### src/hw/rtl/hbcd_pkg.sv
package hbcd_pkg;

    localparam int CountBitsDefault = 32;

    localparam int CfgWidth = 32;
    localparam int CfgIndexBits = 2;

    localparam logic [CfgIndexBits-1:0] REG_CHUNKED_MODE = 2'd0;
    localparam logic [CfgIndexBits-1:0] REG_CONTENT_LENGTH = 2'd1;
    localparam logic [CfgIndexBits-1:0] REG_MAX_BODY_SIZE = 2'd2;

    localparam logic [CfgWidth-1:0] MAX_BODY_SIZE_RESET = 32'd1048576;

    typedef enum logic [1:0] {
        ERR_NONE  = 2'd0,
        ERR_BAD   = 2'd1,
        ERR_LARGE = 2'd2
    } err_t;

    localparam logic [7:0] CHAR_CR = 8'h0D;
    localparam logic [7:0] CHAR_LF = 8'h0A;
    localparam logic [7:0] CHAR_0 = 8'h30;
    localparam logic [7:0] CHAR_9 = 8'h39;
    localparam logic [7:0] CHAR_LC_A = 8'h61;
    localparam logic [7:0] CHAR_LC_F = 8'h66;
    localparam logic [7:0] CHAR_UC_A = 8'h41;
    localparam logic [7:0] CHAR_UC_F = 8'h46;

    typedef struct packed {
        logic       ok;
        logic [3:0] digit;
    } hex_t;

    // Decode one ASCII hex digit; ok is low for any other character.
    function automatic hex_t hex_decode(input logic [7:0] c);
        hex_t res;
        logic [7:0] diff;
        res = '0;
        diff = '0;
        if (c >= CHAR_0 && c <= CHAR_9) begin
            diff = c - CHAR_0;
            res.ok = 1'b1;
            res.digit = diff[3:0];
        end else if (c >= CHAR_LC_A && c <= CHAR_LC_F) begin
            diff = c - CHAR_LC_A + 8'd10;
            res.ok = 1'b1;
            res.digit = diff[3:0];
        end else if (c >= CHAR_UC_A && c <= CHAR_UC_F) begin
            diff = c - CHAR_UC_A + 8'd10;
            res.ok = 1'b1;
            res.digit = diff[3:0];
        end
        return res;
    endfunction

endpackage

### src/hw/rtl/http_body_chunked_decoder.sv
// Request body decoder: one received byte in, one marked byte out.
// Input channel s_*: one body byte per transaction in s_tdata.
// Result channel m_*: the byte echoed in m_tdata, with body_valid, leftover,
// done_res and the sticky error code in m_tuser.
// Configuration: cfg_wr_en writes cfg_wdata to the register selected by
// cfg_index (0 chunked mode, 1 content length, 2 maximum body size); write
// only while no transaction is in flight.
// Each byte passes an input register, then the decode logic feeding the result
// register. Throughput: one byte per cycle while m_tready does not stall the
// result register.
// A stall on m_tready holds the result register; the input register then
// fills and s_tready drops, so one byte waits on each side.
// Reset (aresetn low, synchronous) empties both registers, returns the parser
// to the start of a size line with cleared counters and no error, and loads
// the register reset values (length mode, zero length, 1 MiB limit).
module http_body_chunked_decoder
    import hbcd_pkg::*;
#(
    parameter int COUNT_BITS = CountBitsDefault
) (
    input  logic                    aclk,
    input  logic                    aresetn,

    input  logic                    s_tvalid,
    output logic                    s_tready,
    input  logic [7:0]              s_tdata,    // [7:0] in_byte

    output logic                    m_tvalid,
    input  logic                    m_tready,
    output logic [7:0]              m_tdata,    // [7:0] out_byte
    output logic [4:0]              m_tuser,    // [0] body_valid, [1] leftover,
                                                // [2] done_res, [4:3] error_code

    input  logic                    cfg_wr_en,
    input  logic [CfgIndexBits-1:0] cfg_index,
    input  logic [CfgWidth-1:0]     cfg_wdata
);

    localparam int CmpW = (COUNT_BITS > CfgWidth) ? COUNT_BITS : CfgWidth;

    typedef enum logic [2:0] {
        PH_SIZE     = 3'd0,
        PH_SIZE_LF  = 3'd1,
        PH_DATA     = 3'd2,
        PH_DATA_CR  = 3'd3,
        PH_DATA_LF  = 3'd4,
        PH_FINAL_CR = 3'd5,
        PH_FINAL_LF = 3'd6
    } phase_t;

    // configuration
    logic                  chunked_mode_reg;
    logic [CfgWidth-1:0]   content_length_reg;
    logic [CfgWidth-1:0]   max_body_size_reg;

    // input stage
    logic                  in_valid_reg;
    logic [7:0]            in_byte_reg;

    // parser state
    phase_t                phase_reg, phase_next;
    logic [COUNT_BITS-1:0] chunk_size_reg, chunk_size_next;
    logic [COUNT_BITS-1:0] bytes_left_reg, bytes_left_next;
    logic [COUNT_BITS-1:0] body_total_reg, body_total_next;
    logic                  saw_hex_reg, saw_hex_next;
    logic                  last_chunk_reg, last_chunk_next;
    logic                  finished_reg, finished_next;
    err_t                  error_reg, error_next;

    // result stage
    logic                  out_valid_reg;
    logic [7:0]            out_byte_reg;
    logic                  out_body_reg, out_body_next;
    logic                  out_left_reg, out_left_next;
    logic                  out_done_reg;
    err_t                  out_err_reg;

    logic                  advance;
    hex_t                  hex;
    logic [COUNT_BITS-1:0] body_total_inc;
    logic [CmpW-1:0]       total_ext, total_inc_ext, chunk_ext, len_ext, max_ext;
    logic                  valid_c, left_c;

    assign advance  = in_valid_reg && (!out_valid_reg || m_tready);
    assign s_tready = !in_valid_reg || advance;

    assign hex = hex_decode(in_byte_reg);

    // saturating body count
    assign body_total_inc = (&body_total_reg) ? body_total_reg
                                              : body_total_reg + 1'b1;

    assign total_ext     = CmpW'(body_total_reg);
    assign total_inc_ext = CmpW'(body_total_inc);
    assign chunk_ext     = CmpW'(chunk_size_reg);
    assign len_ext       = CmpW'(content_length_reg);
    assign max_ext       = CmpW'(max_body_size_reg);

    always_comb begin
        phase_next      = phase_reg;
        chunk_size_next = chunk_size_reg;
        bytes_left_next = bytes_left_reg;
        body_total_next = body_total_reg;
        saw_hex_next    = saw_hex_reg;
        last_chunk_next = last_chunk_reg;
        finished_next   = finished_reg;
        error_next      = error_reg;
        valid_c         = 1'b0;
        left_c          = 1'b0;

        if (error_reg == ERR_NONE) begin
            if (chunked_mode_reg) begin
                if (finished_reg) begin
                    error_next = ERR_BAD;
                end else begin
                    unique case (phase_reg)
                        PH_SIZE: begin
                            if (in_byte_reg == CHAR_CR) begin
                                if (!saw_hex_reg) error_next = ERR_BAD;
                                else phase_next = PH_SIZE_LF;
                            end else if (!hex.ok ||
                                         (|chunk_size_reg[COUNT_BITS-1 -: 4])) begin
                                error_next = ERR_BAD;
                            end else begin
                                chunk_size_next = {chunk_size_reg[COUNT_BITS-5:0],
                                                   hex.digit};
                                saw_hex_next = 1'b1;
                            end
                        end
                        PH_SIZE_LF: begin
                            if (in_byte_reg != CHAR_LF) begin
                                error_next = ERR_BAD;
                            end else if (chunk_size_reg == '0) begin
                                last_chunk_next = 1'b1;
                                phase_next = PH_FINAL_CR;
                            end else if (chunk_ext > max_ext ||
                                         total_ext > max_ext - chunk_ext) begin
                                error_next = ERR_LARGE;
                            end else begin
                                bytes_left_next = chunk_size_reg;
                                phase_next = PH_DATA;
                            end
                        end
                        PH_DATA: begin
                            valid_c = 1'b1;
                            body_total_next = body_total_inc;
                            bytes_left_next = bytes_left_reg - 1'b1;
                            if (bytes_left_reg == COUNT_BITS'(1)) phase_next = PH_DATA_CR;
                        end
                        PH_DATA_CR: begin
                            if (in_byte_reg != CHAR_CR) error_next = ERR_BAD;
                            else phase_next = PH_DATA_LF;
                        end
                        PH_DATA_LF: begin
                            if (in_byte_reg != CHAR_LF) begin
                                error_next = ERR_BAD;
                            end else begin
                                phase_next = PH_SIZE;
                                chunk_size_next = '0;
                                saw_hex_next = 1'b0;
                            end
                        end
                        PH_FINAL_CR: begin
                            if (in_byte_reg != CHAR_CR) error_next = ERR_BAD;
                            else phase_next = PH_FINAL_LF;
                        end
                        PH_FINAL_LF: begin
                            if (in_byte_reg != CHAR_LF) error_next = ERR_BAD;
                            else finished_next = 1'b1;
                        end
                        default: error_next = ERR_BAD;
                    endcase
                end
            end else begin
                if (finished_reg) begin
                    left_c = 1'b1;
                end else if (content_length_reg == '0) begin
                    finished_next = 1'b1;
                    left_c = 1'b1;
                end else if (content_length_reg > max_body_size_reg) begin
                    error_next = ERR_LARGE;
                end else if (total_ext < len_ext) begin
                    valid_c = 1'b1;
                    body_total_next = body_total_inc;
                    if (total_inc_ext == len_ext) finished_next = 1'b1;
                end else begin
                    finished_next = 1'b1;
                    left_c = 1'b1;
                end
            end
        end

        // flags drop on the transaction that raises an error
        out_body_next = valid_c && (error_next == ERR_NONE);
        out_left_next = left_c && (error_next == ERR_NONE);
    end

    always_ff @(posedge aclk) begin
        if (!aresetn) begin
            chunked_mode_reg   <= 1'b0;
            content_length_reg <= '0;
            max_body_size_reg  <= MAX_BODY_SIZE_RESET;
            in_valid_reg       <= 1'b0;
            out_valid_reg      <= 1'b0;
            phase_reg          <= PH_SIZE;
            chunk_size_reg     <= '0;
            bytes_left_reg     <= '0;
            body_total_reg     <= '0;
            saw_hex_reg        <= 1'b0;
            last_chunk_reg     <= 1'b0;
            finished_reg       <= 1'b0;
            error_reg          <= ERR_NONE;
        end else begin
            if (cfg_wr_en) begin
                unique case (cfg_index)
                    REG_CHUNKED_MODE:   chunked_mode_reg <= cfg_wdata[0];
                    REG_CONTENT_LENGTH: content_length_reg <= cfg_wdata;
                    REG_MAX_BODY_SIZE:  max_body_size_reg <= cfg_wdata;
                    default: ;
                endcase
            end

            if (s_tvalid && s_tready) begin
                in_valid_reg <= 1'b1;
            end else if (advance) begin
                in_valid_reg <= 1'b0;
            end

            if (advance) begin
                out_valid_reg  <= 1'b1;
                phase_reg      <= phase_next;
                chunk_size_reg <= chunk_size_next;
                bytes_left_reg <= bytes_left_next;
                body_total_reg <= body_total_next;
                saw_hex_reg    <= saw_hex_next;
                last_chunk_reg <= last_chunk_next;
                finished_reg   <= finished_next;
                error_reg      <= error_next;
            end else if (m_tready) begin
                out_valid_reg <= 1'b0;
            end
        end
    end

    always_ff @(posedge aclk) begin
        if (s_tvalid && s_tready) begin
            in_byte_reg <= s_tdata;
        end
        if (advance) begin
            out_byte_reg <= in_byte_reg;
            out_body_reg <= out_body_next;
            out_left_reg <= out_left_next;
            out_done_reg <= finished_next;
            out_err_reg  <= error_next;
        end
    end

    assign m_tvalid = out_valid_reg;
    assign m_tdata  = out_byte_reg;
    assign m_tuser  = {out_err_reg, out_done_reg, out_left_reg, out_body_reg};

    a_error_sticky: assert property (@(posedge aclk) disable iff (!aresetn)
        error_reg != ERR_NONE |=> error_reg == $past(error_reg))
        else $error("held error changed without reset");

    a_body_clean: assert property (@(posedge aclk) disable iff (!aresetn)
        out_valid_reg && out_body_reg |-> out_err_reg == ERR_NONE && !out_left_reg)
        else $error("body byte marked with error or leftover");

    a_left_done: assert property (@(posedge aclk) disable iff (!aresetn)
        out_valid_reg && out_left_reg |-> out_done_reg)
        else $error("leftover byte before body complete");

    a_data_count: assert property (@(posedge aclk) disable iff (!aresetn)
        phase_reg == PH_DATA |-> bytes_left_reg != '0)
        else $error("chunk data phase with no bytes left");

    // the closing CRLF is only reached through a zero-size chunk
    a_final_marked: assert property (@(posedge aclk) disable iff (!aresetn)
        (phase_reg == PH_FINAL_CR || phase_reg == PH_FINAL_LF) |-> last_chunk_reg)
        else $error("final CRLF phase without a last chunk");

endmodule

### config.mk
export PLATFORM = sky130hd
export DESIGN_NAME = http_body_chunked_decoder
export DESIGN_NICKNAME = d
export VERILOG_FILES = /design/src/hw/rtl/hbcd_pkg.sv /design/src/hw/rtl/http_body_chunked_decoder.sv
export SDC_FILE = /design/constraint.sdc
export NUM_CORES = 1
export LEC_CHECK = 0
export BUFFER_PORTS_ARGS = -buffer_cell sky130_fd_sc_hd__buf_4
export CAP_MARGIN = 20
export CORE_UTILIZATION = 57
export DETAILED_ROUTE_END_ITERATION = 8
export PLACE_DENSITY = 0.8
export SYNTH_ARGS = -nofsm -noshare
export SYNTH_HDL_FRONTEND = slang
export SYNTH_SLANG_ARGS = --single-unit
### constraint.sdc
create_clock -name aclk -period 4.3 [get_ports aclk]
set_input_delay 0.645 -clock aclk [delete_from_list [all_inputs] [get_ports aclk]]
set_output_delay 0.645 -clock aclk [all_outputs]
set_load 0.01 [all_outputs]
Yosys cells after proc, flatten, opt, wreduce, memory -nomap -nowiden:

Index checks and enable logic that the tools add are counted.

* output and inout port bits: 15
* input bits: 47
* flip-flop bits (word level): 191
* logic and storage cells: 178

* bitwise gates (word level): 1
* reductions and logical operators: 37
* $add $sub $neg: 8
* equal/unequal tests: 28
* $lt $le $gt $ge: 10
* muxes and demuxes: 76

Operators with widths (number)
* $mux 32: 14
* $pmux 32 s2: 2
* $gt 32x32->1: 3
* $logic_not 32->1: 2
* $add 32x1->32 const B: 1
* $eq 32x1->1 const B: 1
* $eq 32x32->1: 1
* $lt 32x32->1: 1
* $reduce_and 32->1: 1
* $sub 32x1->32 const B: 1
* $sub 32x32->32: 1
* $mux 1: 31
* $mux 2: 14
* $mux 3: 9
* $ne 2x2->1 const B: 13
* $pmux 3 s6: 1
* $ge 8x7->1 const B: 2
* $le 8x7->1 const B: 2
* $ne 8x4->1 const B: 2
* $reduce_and 8->1: 2
* $mux 5: 3
* $reduce_and 13->1: 1
* $sub 4x1->4 const B: 3
* $pmux 2 s5: 1
* 24 further kinds: 48

Longest topological paths before layout:

Gate-level depths: netlist (run 1).

* depth after elaboration: 15
* mapped depth: 24
* mapped depth without buffers: 22

Worst setup path before layout (run 1):

OpenSTA, ideal clock, no wires.

* path kind: reg2reg
* from: reg chunk_size_reg[13] (netlist: chunk_ext[13])
* to: reg bytes_left_reg[11]
* clock period less this slack: 4721 ps
* data arrival time: 4604 ps
* required time: 4183 ps
* cell stages (with the launch flop): 24
* slack: -421 ps
* path buffers: 2
* library setup time: 117 ps
* path through: dfxtp_1 > inv_1 > ha_1 > a211oi_1 > o211ai_1 > or3_1 > o211ai_1 > o31ai_1 > a21o_1 > a21o_1 > a21oi_1 > xor2_1 > ha_1 > nand2_1 > or3_1 > nor3_1 > nand3_1 > a31oi_1 > and3_1 > and2_1 > buf_2 > buf_2 > nand2_1 > a32o_1

* word-level cells in the longest chain between the ends: 5
* elaborated cells on any way between the ends: 8
* those cells by class: 1 x add/sub; 2 x order compare; 2 x eq/ne; 3 x reduce/logical

RTL lines
* start: declaration: line http_body_chunked_decoder.sv:62 `logic [COUNT_BITS-1:0] chunk_size_reg, chunk_size_next;`
* start signal: assignment: line http_body_chunked_decoder.sv:232 `chunk_size_reg <= chunk_size_next;`
* $sub 32x32->32: line http_body_chunked_decoder.sv:137 `total_ext > max_ext - chunk_ext) begin`
* $gt 32x32->1: line http_body_chunked_decoder.sv:137
* $logic_or 1x1->1: line http_body_chunked_decoder.sv:136 `end else if (chunk_ext > max_ext ||`
* $ne 2x2->1 (no source line)
* $reduce_and 8->1 (no source line) *
* end signal: assignment: line http_body_chunked_decoder.sv:233 `bytes_left_reg <= bytes_left_next;`
* end: declaration: line http_body_chunked_decoder.sv:63 `logic [COUNT_BITS-1:0] bytes_left_reg, bytes_left_next;`

Mark *: on every way between the ends. The rest lies on a longest branch, timed or not.
A chain may end at the register's enable or synchronous reset.

Worst setup path in the final report (run 1):

* from: reg max_body_size_reg[0]
* to: reg bytes_left_reg[17]

* word-level cells in the longest chain between the ends: 5
* elaborated cells on any way between the ends: 6
* those cells by class: 1 x add/sub; 2 x order compare; 1 x eq/ne; 2 x reduce/logical

RTL lines
* start: declaration: line http_body_chunked_decoder.sv:54 `logic [CfgWidth-1:0] max_body_size_reg;`
* start signal: assignment: line http_body_chunked_decoder.sv:218 `REG_MAX_BODY_SIZE: max_body_size_reg <= cfg_wdata;`
* $sub 32x32->32: line http_body_chunked_decoder.sv:137
* $gt 32x32->1: line http_body_chunked_decoder.sv:137
* $logic_or 1x1->1 *: line http_body_chunked_decoder.sv:136
* $ne 2x2->1 (no source line) *
* $reduce_and 8->1 (no source line) *

Marks and branches as above.

==> impl_metrics.csv, run 1 <==
group,metric,value,unit
outcome,status,"finished with violations",
outcome,violations,"negative setup slack",
synth,post_synth_instance_area,13800,µm²
routing,drtIter0Drc,1692,
cts,cts-hold-fix-buffers,0,
sta,hold_viol,0,
cells_and_area,drive_above_1_share,0.175,
worst_setup_path,critPathCaptureType,"flip-flop",
placement,place.gp.congestion,0.984,
global_route,grt_max_degree,91,
pwr,powerDensity,269,nW/µm²
global_route,grt_pass1_wl,70000,µm
cells_and_area,antennaDiodeCount,0,
routing,totalWireLength,44300,µm
routing,dr_total_vias,14000,
cts,clock_latency,460,ps
synth,synth_cell_types,93,
sta,rsz0062_at_grt,"yes",
cells_and_area,nets,2091,
global_route,overflow,0,
synth,yosysSeqAreaShare,0.293,
worst_setup_path,critPathKind,"reg -> reg",
sta,slew_violations,0,
sta,tightest_slew,1010,ps
worst_hold_path,hold_end,"in_byte_reg[7]$_DFFE_PP_",
worst_setup_path,reg2regPathDepth,20,
synth,ys_warn_count,0,
floorplan,ios,62,
placement,port_buffers,61,
sta,fin_setup_tns,-8550,ps
synth,synth_top_cell_area_share,0.247,
cells_and_area,fillers,1957,
worst_setup_path,cp.arrival,4980,ps
worst_setup_path,cp.required,4650,ps
cts,clkTransAtPathRegs,90,ps
routing,drcViolationCount,0,
cells_and_area,syn2layout_area_growth,19.0,%
floorplan,die_w,157,µm
cts,cts_tree,"yes",
synth,ys_ff_latch,191,
synth,syn_inst,1757,
global_route,antenna_found_initial,0,
cts,clockBufferDepth,2,
worst_hold_path,hold_depth,1,
synth,async_flop_share,0,
pwr,vdd_drop_max,0.276,mV
synth,synth.most_common_cell,"nand2_1",
sta,clock.fmax,0.216,GHz
worst_setup_path,r2r-start,"max_body_size_reg[0]$_SDFFE_PN0P_",
floorplan,dieArea,24800,µm²
cts,clkSinkCount,191,
worst_setup_path,crit_slowest_cell,"a2111oi_0",
synth,synthTopCellsByArea,"dfxtp_1, ha_1, nand2_1",
synth,synth_top_flop_cell,"dfxtp_1",
sta,layout_min_cycle_time,4630,ps
sta,slew-limit-headroom,0.324,
cts,htreeDepth,4,
sta,layout_setup_ws,-326,ps
synth,synth_edf_count,21,
cts,root_buffer,"clkbuf_16",
floorplan,initial_core_util,0.584,
synth,synth_common_cells,"nand2_1, dfxtp_1, a21oi_1, nor2_1, ha_1",
worst_setup_path,startpoint,"max_body_size_reg[0]$_SDFFE_PN0P_",
sta,setup_violations,36,
worst_setup_path,cp_cell_sequence,"inv_2 -> ha_4 -> fa_2 -> nor2b_2 -> o31a_1 -> o41a_1 -> a21oi_1 -> o21bai_1 -> a21boi_1 -> xor2_1 -> ha_1 -> a2111oi_0 -> o21ai_0 -> a221o_1 -> o2111ai_2 -> and3_4 -> and2_4 -> buf_12 -> o21ai_1 -> a32o_1",
sta,worst_clock_skew,21.4,ps
routing,firstDrtPassIters,6,
pwr,total_power,4.41,mW
synth,synth_top_area_cell,"dfxtp_1",
worst_setup_path,reg2reg_slack,-330,ps
routing,wl_per_cell,19.8,µm
routing,via_per_inst,6.26,
pwr,p_leak,6.57,nW
floorplan,die_h,157,µm
worst_setup_path,worstReg2RegEnd,"bytes_left_reg[17]$_SDFFE_PN0P_",
worst_hold_path,hp-start,"s_tdata[7]",
global_route,grt_pass1_vias,13400,
synth,synth_fp_nets,1939,
worst_setup_path,start_kind,"flip-flop",
cts,cts_made_buffers,17,
placement,dp_hpwl,33200,µm
worst_hold_path,hp-class,"in -> reg",
flow_run,maxCapViolations,0,
worst_setup_path,critical_path.max_stage_delay,430,ps
sta,finalCritPeriodShare,1.08,
worst_setup_path,cp_max_fo,12,
floorplan,core_area,23600,µm²
global_route,track_usage,0.363,
synth,synth_area_per_cell,7.84,µm²
routing,ant_nets,0,
floorplan,std_cell_rows,56,
## timing repair
item	in CTS	in global routing
buffers inserted	2	2
resized for setup	41	15
pin swaps	7	6
setup endpoints to repair	37	37
gates cloned	1	1
## layout make-up
type                            instances  area, µm²  share of cell area
Multi-Input combinational cell       1369       9190               0.561
Sequential cell                       191       4040               0.247
Timing Repair Buffer                  220       1750               0.106
Clock buffer                           19        454              0.0277
Inverter                              110        415              0.0253
Tap cell                              319        399              0.0243
Clock inverter                         13        145             0.00885
## metrics by stage
step	cells	hold WS [ps]	cell area (µm²)	utilization	worst slack, ps
3_3_place_gp	2203	463	15500	0.658	-386
3_5_place_dp	2203	476	15500	0.658	-517
2_1_floorplan	1757	449	13900	-	-27.7
5_1_grt	2241	349	16400	0.694	-620
4_1_cts	2238	348	16300	0.690	-298
6_report	2241	360	16400	0.694	-326
## critical path: cells and delay by family (launching register included)
kind            cells  cell delay (ps)
compound gates     11             2860
xor+xnor            1              120
fa+ha+maj           3              550
buf+inv             2              200
flops               1              330
simple gates        3              480
## worst max-delay path by stage
stage | cells after the start | endpoint
3_5_place_dp | 22 | bytes_left_reg[17]$_SDFFE_PN0P_
3_3_place_gp | 23 | bytes_left_reg[3]$_SDFFE_PN0P_
4_1_cts | 24 | bytes_left_reg[11]$_SDFFE_PN0P_
6_report | 20 | bytes_left_reg[17]$_SDFFE_PN0P_
2_1_floorplan | 23 | bytes_left_reg[22]$_SDFFE_PN0P_
5_1_grt | 22 | bytes_left_reg[0]$_SDFFE_PN0P_
## power breakdown
group	internal, mW	total (mW)	switching, mW
clock network	0.814	1.65	0.831
logic	0.372	0.884	0.512
registers	1.84	1.88	0.0424
total	3.03	4.41	1.39
## kinds of logic after synthesis
| logic type | Yosys count | share of synthesized area |
|---|---|---|
| multiplexers | 11 | 0.00808 |
| adder cells (fa/ha/maj) | 135 | 0.123 |
| flip-flops | 191 | 0.293 |
| AO/OA/AOI/OAI | 456 | 0.216 |
| XOR/XNOR | 92 | 0.0585 |
| buffers and inverters | 197 | 0.0570 |
| AND/OR/NAND/NOR | 675 | 0.245 |
## cells in the final DEF, fill, tap and decap left out, types with 9 or more instances in the layout
master / instances
and4_1: 12
inv_1: 108
a21o_1: 25
a31oi_1: 14
buf_4: 210
nor3_1: 49
a211oi_1: 11
o21ai_1: 17
clkbuf_16: 19
or3_1: 12
o21a_1: 10
xnor2_1: 59
edfxtp_1: 21
xor2_1: 33
ha_1: 131
o21ai_0: 61
and3_1: 9
nand4_1: 34
nor4_1: 23
nor2_1: 137
nand2_1: 256
o211ai_1: 15
a22oi_1: 37
mux2i_1: 10
nand3_1: 42
a21oi_1: 159
dfxtp_1: 166
nand2b_1: 18
## metal layers
metal / up-vias / routed length (µm) / track usage
met3: 122 / 3670 / 0.0490
met1: 6603 / 18600 / 0.481
li1: 6633 / - / -
met2: 663 / 20100 / 0.584
met5: - / 0 / 0
met4: 0 / 1920 / 0.171
Note: power is estimated with default switching activity, not from simulation.
==> run 2: changes to the inputs <==
--- a/config.mk
+++ b/config.mk
@@ -10,6 +10,7 @@
 export CORE_UTILIZATION = 57
 export DETAILED_ROUTE_END_ITERATION = 8
 export PLACE_DENSITY = 0.8
+export SKIP_LAST_GASP = 1
 export SYNTH_ARGS = -nofsm -noshare
 export SYNTH_HDL_FRONTEND = slang
 export SYNTH_SLANG_ARGS = --single-unit
==> run 2 against run 1 <==
  * Hold slack lost 5.2 ps
  * Critical endpoint is now phase_reg[1]$_SDFFE_PN0P_
  * Fmax down 1.2%
  * The flow still finishes with violations (negative setup slack)
  * Highest routed layer unchanged
  * Global-route usage about the same
  * Total power grew 0.18%
==> impl_metrics.csv, run 2 (synthesis gave the netlist of run 1 again) <==
group,metric,value,unit
routing,totalWireLength,44400,µm
sta,finalCritPeriodShare,1.09,
cts,htreeDepth,4,
cts,cts_tree,"yes",
cts,clockBufferDepth,2,
routing,firstDrtPassIters,6,
worst_hold_path,hp-class,"in -> reg",
global_route,antenna_found_initial,0,
flow_run,maxCapViolations,0,
cts,clkTransAtPathRegs,90,ps
sta,layout_min_cycle_time,4680,ps
floorplan,initial_core_util,0.584,
worst_setup_path,cp.arrival,4970,ps
cells_and_area,syn2layout_area_growth,19.2,%
routing,dr_total_vias,14000,
floorplan,ios,62,
worst_setup_path,crit_top_cell,"buf_4",
sta,holdWs,355,ps
cts,root_buffer,"clkbuf_16",
cts,clkSinkCount,191,
sta,rsz0062_at_grt,"yes",
sta,hold_viol,0,
placement,dp_hpwl,33200,µm
pwr,p_leak,6.59,nW
cts,cts-hold-fix-buffers,0,
worst_setup_path,crit_family,"compound AO/OA/AOI/OAI gates",
worst_setup_path,crit_slowest_cell,"o41a_1",
cells_and_area,final_common_cell,"nand2_1",
cells_and_area,antennaDiodeCount,0,
sta,tightest_slew,1000,ps
worst_setup_path,critPathKind,"reg -> reg",
routing,via_per_inst,6.23,
routing,top_layer_used,"met4",
sta,layout_setup_ws,-380,ps
sta,setup_violations,37,
sta,slew_violations,0,
floorplan,dieArea,24800,µm²
worst_setup_path,path_buf_inv,5,
routing,ant_nets,0,
pwr,vdd_drop_max,0.271,mV
cells_and_area,drive_above_1_share,0.175,
cells_and_area,fillers,1957,
floorplan,core_area,23600,µm²
placement,port_buffers,61,
routing,drcViolationCount,0,
cts,clock_latency,460,ps
routing,wl_met3,3450,µm
pwr,powerDensity,269,nW/µm²
routing,drt-met1-wl,18900,µm
floorplan,std_cell_rows,56,
routing,drtIter0Drc,1676,
worst_setup_path,start_kind,"flip-flop",
floorplan,die_h,157,µm
worst_setup_path,cp.required,4590,ps
global_route,grt_pass1_wl,70000,µm
worst_setup_path,critical_path.max_stage_delay,420,ps
global_route,grt_max_degree,91,
placement,dpl_worst_slack,-517,ps
floorplan,die_w,157,µm
global_route,overflow,0,
routing,wl_per_cell,19.8,µm
sta,slew-limit-headroom,0.332,
global_route,track_usage,0.363,
cells_and_area,final_cell_mix,"nand2_1, buf_4, dfxtp_1",
cells_and_area,nets,2095,
outcome,status,"finished with violations",
worst_setup_path,cp_max_fo,3,
cts,cts_made_buffers,17,
outcome,violations,"negative setup slack",
worst_setup_path,critPathCaptureType,"flip-flop",
sta,worst_clock_skew,22.2,ps
global_route,grt_pass1_vias,13400,
routing,met2_length,20200,µm
placement,place.gp.congestion,0.984,
sta,clock.fmax,0.214,GHz
-- run 2: stage by stage --
step           instances   util  cell area [µm²]  total power [mW]  TNS, ps
3_3_place_gp        2203  0.658            15500              2.74   -10690
5_1_grt             2245  0.695            16400              4.56   -20240
2_1_floorplan       1757      -            13900              2.43    -96.5
6_report            2245  0.695            16400              4.42    -9410
3_5_place_dp        2203  0.658            15500              2.76   -13740
4_1_cts             2238  0.689            16300              4.40    -6840
-- run 2: layer usage --
metal / GRT usage / up-vias
li1: - / 6630
met3: 0.0490 / 129
met1: 0.481 / 6606
met2: 0.584 / 626
met4: 0.171 / 0
met5: 0 / -
-- run 2: power breakdown --
| group | leakage [nW] | switching [mW] | internal [mW] | total [mW] |
|---|---|---|---|---|
| clock network | 0.293 | 0.844 | 0.814 | 1.66 |
| logic | 4.72 | 0.509 | 0.371 | 0.879 |
| registers | 1.58 | 0.0421 | 1.84 | 1.88 |
| total | 6.59 | 1.39 | 3.03 | 4.42 |
-- run 2: timing repair --
item,4_1_cts,5_1_grt
cloned,1,2
endpoints found under the hold margin,0,0
setup buffers,2,5
pin swaps,7,13
resized for setup,32,21
endpoints found under the setup margin,37,37
-- run 2: worst register-to-register path, cell delays in order, from the launching register on --
cell	delay (ps)
dfxtp_2	330
inv_2	60
ha_4	130
fa_2	220
nor2b_2	50
o31a_1	310
o41a_1	420
o211ai_1	190
buf_4	160
o31ai_4	60
a21o_1	200
a21o_1	170
a21oi_2	120
xor2_1	80
ha_1	300
nand2_1	50
or3_4	340
nor3_4	130
buf_4	130
o2111ai_2	100
and3_4	240
buf_4	140
buf_6	110
mux2_2	250
a31oi_1	160
a211oi_1	60
-- run 2: final timing paths --
path	from	to	slack, ps	depth (start not counted)
setup reg to reg	max_body_size_reg[0]$_SDFFE_PN0P_	phase_reg[1]$_SDFFE_PN0P_	-380	25
hold / removal	s_tdata[7]	in_byte_reg[7]$_DFFE_PP_	360	1
hold reg to reg	max_body_size_reg[1]$_SDFFE_PN0P_	max_body_size_reg[1]$_SDFFE_PN0P_	490	2
setup / recovery	max_body_size_reg[0]$_SDFFE_PN0P_	phase_reg[1]$_SDFFE_PN0P_	-380	25
-- run 2: layout make-up --
class | instances | area [µm²] | area share
Sequential cell | 191 | 4040 | 0.246
Tap cell | 319 | 399 | 0.0243
Clock buffer | 19 | 454 | 0.0277
Timing Repair Buffer | 224 | 1800 | 0.110
Inverter | 110 | 415 | 0.0253
Multi-Input combinational cell | 1369 | 9170 | 0.558
Clock inverter | 13 | 145 | 0.00884
